==> config.mk <==
export PLATFORM = sky130hd
export DESIGN_NAME = fees_result_gen
export DESIGN_NICKNAME = d
export VERILOG_FILES = /design/src/design/fees_pkg.sv /design/src/design/fees_result_gen.sv
export SDC_FILE = /design/constraint.sdc
export NUM_CORES = 1
export LEC_CHECK = 0
export BUFFER_PORTS_ARGS = -buffer_cell sky130_fd_sc_hd__buf_4
export CELL_PAD_IN_SITES_DETAIL_PLACEMENT = 1
export CELL_PAD_IN_SITES_GLOBAL_PLACEMENT = 1
export CORE_MARGIN = 2
export CORE_UTILIZATION = 42
export DETAILED_ROUTE_END_ITERATION = 10
export PLACE_DENSITY = 0.76
export SYNTH_ARGS = -nofsm -noshare
export SYNTH_HDL_FRONTEND = slang
export SYNTH_SLANG_ARGS = --single-unit
==> constraint.sdc <==
create_clock -name clk -period 3.4 [get_ports clk]
set_clock_uncertainty 0.1 [all_clocks]
set_input_delay 0.34 -clock clk [delete_from_list [all_inputs] [get_ports clk]]
set_output_delay 0.34 -clock clk [all_outputs]
set_load 0.01 [all_outputs]
==> src/design/fees_pkg.sv <==
// Shared types and constants for the flash EEPROM emulation store.
// Used by the top level and the result generator; no dependencies.
`default_nettype none

package fees_pkg;

  // Input commands
  localparam logic [1:0] CMD_READ   = 2'd0;
  localparam logic [1:0] CMD_WRITE  = 2'd1;
  localparam logic [1:0] CMD_REC_WR = 2'd2;
  localparam logic [1:0] CMD_REC_RD = 2'd3;

  // Result kinds
  localparam logic [2:0] K_DATA    = 3'd0;
  localparam logic [2:0] K_SAME    = 3'd1;
  localparam logic [2:0] K_ERASE   = 3'd2;
  localparam logic [2:0] K_ROW     = 3'd3;
  localparam logic [2:0] K_VERDICT = 3'd4;
  localparam logic [2:0] K_DROP    = 3'd5;

  localparam logic [11:0] INDEX_MAX = 12'd4095;

  typedef struct packed {
    logic [1:0]  command;
    logic [11:0] address;
    logic [11:0] length;
    logic [7:0]  data;
    logic        last;
  } in_item_t;

  typedef struct packed {
    logic [2:0] kind;
    logic [2:0] row;
    logic [7:0] read_data;
    logic       checksum_ok;
    logic       end_of_run;
  } out_item_t;

  // What the result generator emits for one item
  typedef struct packed {
    logic       head_en;    // one leading data/same/drop result
    logic [2:0] head_kind;
    logic [7:0] head_data;
    logic       verd_en;    // verdict after the head
    logic       ok;
    logic [1:0] ncommit;    // erase + row runs that follow
  } plan_t;

  // Rotate left by one, then add
  function automatic logic [7:0] mix(input logic [7:0] cs, input logic [7:0] b);
    logic [7:0] rot;
    rot = {cs[6:0], cs[7]};
    return rot + b;
  endfunction

endpackage

`default_nettype wire

==> src/design/fees_result_gen.sv <==
// Result sequencer and output register for the flash EEPROM emulation store.
// Depends on fees_pkg (plan_t, out_item_t, result kinds).
`default_nettype none

module fees_result_gen #(
  parameter int ROW_RESULTS = 8
) (
  input  wire                  clk,
  input  wire                  rst_n,
  input  wire                  start,
  input  fees_pkg::plan_t      plan,
  output logic                 busy,
  output logic                 out_valid,
  input  wire                  out_ready,
  output fees_pkg::out_item_t  out_data
);

  typedef enum logic [4:0] {
    G_IDLE  = 5'b00001,
    G_HEAD  = 5'b00010,
    G_VERD  = 5'b00100,
    G_ERASE = 5'b01000,
    G_ROW   = 5'b10000
  } gstate_t;

  gstate_t             state_r, state_nxt;
  fees_pkg::plan_t     plan_r, plan_nxt;
  logic [1:0]          ncommit_r, ncommit_nxt;
  logic [2:0]          row_r, row_nxt;
  logic                out_valid_r, out_valid_nxt;
  fees_pkg::out_item_t out_data_r, out_data_nxt;
  logic                can_emit;
  logic                last_row;

  assign can_emit = !out_valid_r || out_ready;
  assign last_row = ({1'b0, row_r} == 4'(ROW_RESULTS - 1));
  assign busy      = (state_r != G_IDLE);
  assign out_valid = out_valid_r;
  assign out_data  = out_data_r;

  always_comb begin
    state_nxt     = state_r;
    plan_nxt      = plan_r;
    ncommit_nxt   = ncommit_r;
    row_nxt       = row_r;
    out_data_nxt  = out_data_r;
    out_valid_nxt = out_valid_r && !out_ready;
    case (state_r)
      G_IDLE: begin
        if (start) begin
          plan_nxt    = plan;
          ncommit_nxt = plan.ncommit;
          state_nxt   = plan.head_en ? G_HEAD : G_ERASE;
        end
      end
      G_HEAD: begin
        if (can_emit) begin
          out_valid_nxt = 1'b1;
          out_data_nxt  = '{kind: plan_r.head_kind, row: 3'd0, read_data: plan_r.head_data,
                            checksum_ok: 1'b0,
                            end_of_run: !plan_r.verd_en && (ncommit_r == 2'd0)};
          if (plan_r.verd_en)          state_nxt = G_VERD;
          else if (ncommit_r != 2'd0)  state_nxt = G_ERASE;
          else                         state_nxt = G_IDLE;
        end
      end
      G_VERD: begin
        if (can_emit) begin
          out_valid_nxt = 1'b1;
          out_data_nxt  = '{kind: fees_pkg::K_VERDICT, row: 3'd0, read_data: 8'd0,
                            checksum_ok: plan_r.ok, end_of_run: 1'b1};
          state_nxt     = G_IDLE;
        end
      end
      G_ERASE: begin
        if (can_emit) begin
          out_valid_nxt = 1'b1;
          out_data_nxt  = '{kind: fees_pkg::K_ERASE, row: 3'd0, read_data: 8'd0,
                            checksum_ok: 1'b0,
                            end_of_run: (ROW_RESULTS == 0) && (ncommit_r == 2'd1)};
          row_nxt = 3'd0;
          if (ROW_RESULTS != 0) begin
            state_nxt = G_ROW;
          end else begin
            ncommit_nxt = ncommit_r - 2'd1;
            state_nxt   = (ncommit_r == 2'd1) ? G_IDLE : G_ERASE;
          end
        end
      end
      G_ROW: begin
        if (can_emit) begin
          out_valid_nxt = 1'b1;
          out_data_nxt  = '{kind: fees_pkg::K_ROW, row: row_r, read_data: 8'd0,
                            checksum_ok: 1'b0, end_of_run: last_row && (ncommit_r == 2'd1)};
          if (last_row) begin
            ncommit_nxt = ncommit_r - 2'd1;
            state_nxt   = (ncommit_r == 2'd1) ? G_IDLE : G_ERASE;
          end else begin
            row_nxt = row_r + 3'd1;
          end
        end
      end
      default: state_nxt = G_IDLE;
    endcase
  end

  always_ff @(posedge clk) begin
    if (!rst_n) begin
      state_r     <= G_IDLE;
      ncommit_r   <= 2'd0;
      row_r       <= 3'd0;
      out_valid_r <= 1'b0;
    end else begin
      state_r     <= state_nxt;
      ncommit_r   <= ncommit_nxt;
      row_r       <= row_nxt;
      out_valid_r <= out_valid_nxt;
    end
  end

  always_ff @(posedge clk) begin
    plan_r     <= plan_nxt;
    out_data_r <= out_data_nxt;
  end

  a_erase_has_run: assert property (@(posedge clk) disable iff (!rst_n)
    state_r == G_ERASE |-> ncommit_r != 2'd0)
    else $error("erase run with no commit pending");

  a_row_in_range: assert property (@(posedge clk) disable iff (!rst_n)
    state_r == G_ROW |-> {1'b0, row_r} < 4'(ROW_RESULTS))
    else $error("row index past row count");

  a_start_when_idle: assert property (@(posedge clk) disable iff (!rst_n)
    start |-> state_r == G_IDLE)
    else $error("new plan while results still pending");

endmodule

`default_nettype wire

Word level (Yosys, flattened, before mapping)
Cells that the tools add are included.
{ "totals": {"regBits": 40, "out_inout_bits": 18, "wordCells": 74} }
{ "op_classes": {"n_addsub": 2, "eq_ne": 15, "muxes": 26, "reduce_logical": 18} }
{ "op_table": {"columns": ["cell", "n"], "rows": [
  ["$mux W16", 4],
  ["$pmux W16 S4", 1],
  ["$mux W5", 6],
  ["$pmux W5 S5", 1],
  ["$mux W4", 4],
  ["$ne A2 B2 Y1 const B", 7],
  ["$mux W3", 3],
  ["$reduce_and A4 Y1", 2],
  ["$mux W2", 3],
  ["$pmux W3 S2", 1],
  ["$reduce_and A6 Y1", 1],
  ["$reduce_bool A2 Y1", 3],
  ["$eq A5 B1 Y1 const B", 1],
  ["$eq A5 B2 Y1 const B", 1],
  ["$eq A5 B3 Y1 const B", 1],
  ["$eq A5 B4 Y1 const B", 1],
  ["$eq A5 B5 Y1 const B", 1],
  ["$ne A5 B1 Y1 const B", 1],
  ["$reduce_and A5 Y1", 1],
  ["$pmux W2 S2", 1],
  ["$reduce_bool A4 Y1", 1],
  ["$reduce_or A4 Y1", 1],
  ["$add A3 B1 Y3 const B", 1],
  ["$eq A3 B3 Y1 const B", 1],
  ["8 further kinds", 13]
]} }

Logic depth before layout (Yosys ltp)
Gate-level depths: netlist of run 1.
{ "depth": {"ltp_word": 5, "mapped_depth": 7} }

Worst setup path after synthesis of run 1
Ideal clock, no wire load.
{ "synth_path": {"kind": "flip-flop to flip-flop", "startpoint": "reg state_r[1]", "endpoint": "reg out_data_r (netlist bit out_data[0]), enable pin", "arrival_ps": 2023, "slack_ps": 868, "stages_incl_launch_ff": 5, "cell_sequence": "dfxtp_1 > buf_2 > nor4b_1 > a221oi_2 > nor3_1"} }
{ "synth_via": {"elab_chain_len": 3, "word_cells_on_any_way": 10, "cone_classes": "8 x eq/ne; 2 x reduce/logical"} }
{ "synth_rtl": {"columns": ["element", "line_no", "rtl"], "rows": [
  ["start: declaration", "fees_result_gen.sv:26", "gstate_t state_r, state_nxt;"],
  ["start signal: assignment", "fees_result_gen.sv:114", "state_r <= state_nxt;"],
  ["$eq A5 B5 Y1 (tied with other cells)", "fees_result_gen.sv:48", "case (state_r)"],
  ["$reduce_bool A4 Y1 (no source line) or $ne A2 B2 Y1 (tied branches)", null, null],
  ["$reduce_and A5 Y1 (no source line) *", null, null],
  ["end signal: assignment", "fees_result_gen.sv:123", "out_data_r <= out_data_nxt;"],
  ["end: declaration", "fees_result_gen.sv:31", "fees_pkg::out_item_t out_data_r, out_data_nxt;"]
]} }
Every way passes the cells marked *; elsewhere a longest branch is shown, timed or not.
A chain may end at the register's enable or synchronous reset.

Worst setup path after layout of run 1
{ "layout_path": {"startpoint": "reg state_r[2]", "endpoint": "out busy"} }
{ "layout_via": {"elab_chain_len": 1} }
{ "layout_rtl": {"columns": ["element", "line_no", "rtl"], "rows": [
  ["$ne A5 B1 Y1", "fees_result_gen.sv:37", "assign busy = (state_r != G_IDLE);"],
  ["end: declaration", "fees_result_gen.sv:12", "output logic busy,"]
]} }
Every way passes these cells.

==> impl_metrics.ini, run 1 <==
[die]
rows = 24
die_w_um = 70.18
start_util_pct = 42.83
design.die.area_um2 = 4925
core_um2 = 4294
ioPinCount = 38
die_h_um = 70.18

[logic_synthesis]
synth_common_cells = edfxtp_1 (29), and2_1 (13), nand2_1 (13)
yosysSeqAreaShare_pct = 59.32
yosysTopAreaCell = edfxtp_1
muxShareOfSynthArea_pct = 0.5442
synth_flop_cell = edfxtp_1
synth_seq_cells = 40
yosysMostFrequentCell = edfxtp_1
synth-simple-area-share_pct = 18.44
synth_compound_area_share_pct = 14.35
yosysUniqueCellTypes = 45
ys_warn_count = 0
syn_area_um2 = 1839
postSynth.asyncResetShare_pct = 0
synth_top_family_by_area = simple AND/OR/NAND/NOR gates
synth-edff-count = 29
synth_area_leaders = edfxtp_1 (47%), dfxtp_1 (12%), and2_1 (4.4%), ha_1 (2.7%), nand2_1 (2.7%)
yosys.area.top_type_share_pct = 47.35
synth-xor-area-share_pct = 0.9524
syn_inst = 155
synthAdderAreaFrac_pct = 2.721
synth_fp_nets = 179
synth_area_per_cell_um2 = 11.87

[finish]
final_nets = 218
syn2layout_area_growth_pct = 21.50
drive_above_1_share_pct = 26.80
post-route-util_pct = 52.04
num_antenna_cells = 0

[global_route]
grt.overflow.total = 0
grt_max_degree = 17
grt_pass1_wl_mm = 6.396
grt.total_usage_pct = 16.76
grt_antenna_before_repair = 0
grt_pass1_vias = 1338

[timing]
tightest_slew_ns = 0.6368
report.final.hold_viol_count = 0
tns_ns = 0
rsz0062_at_grt = false
relSlewSlack_pct = 57.55
fin_ws_ns = 1.330
hold_slack_ns = 0.1259
setup_violations = 0
maxSlewViolCount = 0
fin_crit_sh_pct = 60.88
max_freq_ghz = 0.4831
fin_crit_ns = 2.070

[placed_design]
hpwl_mm = 2.882
port_buffers = 37
pre_cts_ws_ns = 1.369
gp_congestion = 0.9155

[critical_path]
crit_fanout = 13
arrival_ns = 1.63
crit_required_ns = 2.96
critical_path_class = register to output pin
startpoint_type = register
crit_path_end_kind = output pin

[power_and_ir_drop]
p_per_area_nw_per_um2 = 591.0
irDropWorstVdd_mv = 0.2664
p_leak_uw = 0.0008808

[clock_tree]
holdBufCountCts = 0
cts_buffers = 5
cts_tree = done
htreeDepth = 2
cts-resized-gates = 0
clkTransAtPathRegs_ns = 0.07
root_buffer = clkbuf_8
cts_setup_buffers = 0
clk_latency_ns = 0.28
ctsLongestPathBuffers = 2
cts_num_sinks = 40

[job]
maxCapViolations = 0

[outcome]
outcome = completed

[routing]
routedWlPerCell_um = 15.79
drt-pass1-iter-count = 4
drcViolationCount = 0
avgViaCountPerCell = 5.374
postRouteAntennaNets = 0
drt_iter0_markers = 56
wl_mm = 3.885
num_vias = 1322

[worst_hold_path]
min_path_type = input port to register
[worst max-delay path, stage by stage (launching register included)]
cell and delay [ns]:
dfxtp_1 0.65, nor2_1 0.13, and3_1 0.26, inv_1 0.16, buf_4 0.15
[final cells by class]
| type | instances | area, um^2 |
|---|---|---|
| clock buffer | 6 | 72.57 |
| clock inverter | 1 | 5.005 |
| inverter | 8 | 30.03 |
| fill | 473 | 2059 |
| multi-input combinational | 101 | 685.7 |
| tap | 52 | 65.06 |
| timing repair buffer | 38 | 285.3 |
| sequential | 40 | 1091 |
[through the flow]
step	cell area [um^2]	instances	power (uW)
floorplan	1839	155	913.6
global placement	2157	239	1020
detailed placement	2157	239	1042
CTS	2235	246	1337
global route	2235	246	1398
finish	2235	246	1321
[flip-flops by register name, indices dropped and copies added, names as in the netlist]
signal	cells
plan_r	13
ncommit_r	2
out_valid	1
row_r	3
out_data	16
state_r	5
[report_power, final]
| group | internal, uW | switching, uW | leakage [uW] |
|---|---|---|---|
| logic | 161 | 198 | 0.000481 |
| registers | 618 | 52.1 | 0.000358 |
| clock network | 139 | 151 | 0.0000410 |
| total | 919 | 402 | 0.000881 |
[layer usage]
| layer | global-route usage (%) | wire (um) | share of wire [%] |
|---|---|---|---|
| met1 | 20.08 | 1626 | 42 |
| met2 | 28.36 | 1995 | 51 |
| met3 | 4.473 | 175 | 4.5 |
| met4 | 7.265 | 89 | 2.3 |
| met5 | 0 | 0 | 0 |
[layout by cell type, fill, tap and decap left out, types with 2 or more instances in the layout]
cell type,instances
nand2_1,13
inv_1,8
o21a_1,2
xor2_1,2
and2_1,13
nand4_1,2
clkbuf_8,5
nand2b_1,3
nor2_1,10
ha_1,4
nand3_1,3
o211ai_1,3
edfxtp_1,29
nor2b_1,2
buf_4,38
nor3b_1,2
dfxtp_1,11
and3_1,5
o21ai_1,3
o21ai_0,8
a21oi_1,4
[worst paths after layout]
kind / start / to / slack, ns / cells past startpoint
max reg2reg: state_r[4] / ncommit_r[0] / 1.41 / 5
min: plan[6] / plan_r[6] / 0.13 / 1
max: state_r[2] / busy / 1.33 / 4
min reg2reg: ncommit_r[1] / ncommit_r[1] / 0.40 / 1
[cells by family (layout without fill, tap and decap cells)]
group           count (synthesis)  after routing
mux                             1              1
compound gates                 34             34
fa+ha+maj                       4              4
flops                          40             40
xor+xnor                        2              2
simple gates                   60             60
buf+inv                        14             53
Note: power is estimated with default switching activity, not from simulation.
==> run 2: changes to the inputs <==
--- a/config.mk
+++ b/config.mk
@@ -5,11 +5,12 @@
 export SDC_FILE = /design/constraint.sdc
 export NUM_CORES = 1
 export LEC_CHECK = 0
+export ABC_AREA = 1
 export BUFFER_PORTS_ARGS = -buffer_cell sky130_fd_sc_hd__buf_4
 export CELL_PAD_IN_SITES_DETAIL_PLACEMENT = 1
 export CELL_PAD_IN_SITES_GLOBAL_PLACEMENT = 1
 export CORE_MARGIN = 2
-export CORE_UTILIZATION = 42
+export CORE_UTILIZATION = 41
 export DETAILED_ROUTE_END_ITERATION = 10
 export PLACE_DENSITY = 0.76
 export SYNTH_ARGS = -nofsm -noshare
==> constraint.sdc (replaced) <==
create_clock -name clk -period 2.1 [get_ports clk]
set_clock_uncertainty 0.1 [all_clocks]
set_input_delay 0.21 -clock clk [delete_from_list [all_inputs] [get_ports clk]]
set_output_delay 0.21 -clock clk [all_outputs]
set_load 0.01 [all_outputs]
==> run 2 against run 1 <==
  * Worst hold slack lost 0.023 ns
  * Clock power increased by 110%
  * Cell count increased by 19%
==> impl_metrics.ini, run 2 <==
[outcome]
outcome = completed

[finish]
nFillCells = 500
final_cells = 293
multi_input_area_um2 = 589.3
syn2layout_area_growth_pct = 32.05
ff_latch_area_um2 = 1091
layout_common_cells = buf_4 (41), nand2_1 (30), nor2_1 (29), edfxtp_1 (29), inv_1 (27)
layout_commonest_cell = buf_4
final_nets = 264
drive_above_1_share_pct = 28.22
num_antenna_cells = 0
largest_reg_flops = 16

[placed_design]
dpl.cell_count = 272
pre_cts_ws_ns = 0.2634
gp_congestion = 0.7957
port_buffers = 37
hpwl_mm = 3.360

[critical_path]
crit_fanout = 16
critical_path_class = register to register
arrival_ns = 1.79
crit_required_ns = 1.99
crit_path_end_kind = register
startpoint_type = register

[logic_synthesis]
syn_area_um2 = 1819
syn_inst = 182
synth_common_cells = nand2_1 (30), edfxtp_1 (29), nor2_1 (29)
yosys.area.top_type_share_pct = 47.87
postSynth.asyncResetShare_pct = 0
synth_seq_cells = 40
synth_area_per_cell_um2 = 9.996
synth_area_leaders = edfxtp_1 (48%), dfxtp_1 (12%), nand2_1 (6.2%), nor2_1 (6.0%), inv_1 (5.6%)
yosysSeqAreaShare_pct = 59.97
yosysUniqueCellTypes = 19
ys_warn_count = 0
synth_fp_nets = 206
yosysMostFrequentCell = nand2_1
yosysTopAreaCell = edfxtp_1
synth_flop_cell = edfxtp_1
synth-edff-count = 29

[routing]
drt-pass1-iter-count = 4
drt_iter0_markers = 97
avgViaCountPerCell = 4.997
wl_mm = 4.665
postRouteAntennaNets = 0
num_vias = 1464
routedWlPerCell_um = 15.92
drcViolationCount = 0

[timing]
report.final.hold_viol_count = 0
maxSlewViolCount = 0
tns_ns = 0
setup_violations = 0
fin_crit_ns = 1.900
max_freq_ghz = 0.5264
rsz0062_at_grt = false
relSlewSlack_pct = 69.36
fin_crit_sh_pct = 90.46
fin_ws_ns = 0.2004
tightest_slew_ns = 0.4592

[die]
die_h_um = 70.61
ioPinCount = 38
core_um2 = 4324
rows = 24
start_util_pct = 42.07
die_w_um = 70.61
design.die.area_um2 = 4986

[global_route]
grt_pass1_wl_mm = 7.734
grt_max_degree = 17
grt_antenna_before_repair = 0
grt_pass1_vias = 1641
grt.overflow.total = 0
grt.total_usage_pct = 20.54

[worst_hold_path]
min_path_type = input port to register

[clock_tree]
cts_buffers = 5
cts_num_sinks = 40
cts_tree = done
ctsLongestPathBuffers = 2
root_buffer = clkbuf_8
holdBufCountCts = 13
cts-resized-gates = 0
clk_latency_ns = 0.30
clkTransAtPathRegs_ns = 0.08
htreeDepth = 2
cts_setup_buffers = 0

[power_and_ir_drop]
total_power_uw = 3138
p_per_area_nw_per_um2 = 1306
irDropWorstVdd_mv = 0.5460
p_leak_uw = 0.001078

[job]
maxCapViolations = 0
## run 2: layout make-up
cell class	count	share of cell area [%]
sequential	40	45.42
clock buffer	5	2.865
tap	52	2.708
timing repair buffer	54	18.23
clock inverter	3	1.563
multi-input combinational	109	24.53
inverter	30	4.688
## run 2: worst max-delay path: stages (launching register included)
cell     delay (ns)
dfxtp_1        0.39
inv_1          0.09
nor2_1         0.18
nand3_2        0.19
nand2_1        0.21
nor2_4         0.07
a21oi_2        0.11
buf_4          0.25
## run 2: power by group
part	internal [uW]	switching, uW	leakage, uW
sequential	1180	143	0.000359
combinational	450	749	0.000666
clock	346	274	0.0000532
## run 2: per-stage QoR
step | cell area (um^2) | utilization, % | hold slack, ns
after floorplan | 1823 | - | 0.2089
after global placement | 2166 | 50.09 | 0.2878
after detailed placement | 2166 | 50.09 | 0.2901
after CTS | 2402 | 55.56 | 0.09876
after global routing | 2402 | 55.56 | 0.1096
final | 2402 | 55.56 | 0.1025
## run 2: per-layer routing
metal | routed length, um | vias up | GRT usage [%]
li1 | - | 706 | -
met1 | 1738 | 713 | 21.24
met2 | 2646 | 37 | 39.52
met3 | 192 | 8 | 4.843
met4 | 88 | 0 | 8.386
met5 | 0 | - | 0
## run 2: logic make-up after synthesis
| logic type | count (synthesis) | synth area share [%] |
|---|---|---|
| fa+ha+maj | 4 | 2.751 |
| compound gates | 15 | 4.746 |
| flops | 40 | 59.97 |
| simple gates | 90 | 24.69 |
| buf+inv | 33 | 7.841 |
## run 2: final timing paths
kind	startpoint	endpoint	cells after the start	slack, ns
worst max-delay path	state_r[3]	out_data[0]	7	0.20
worst min register to register	ncommit_r[1]	ncommit_r[1]	2	0.38
worst min-delay path	rst_n	row_r[0]	3	0.10
worst max register to register	state_r[3]	out_data[0]	7	0.20
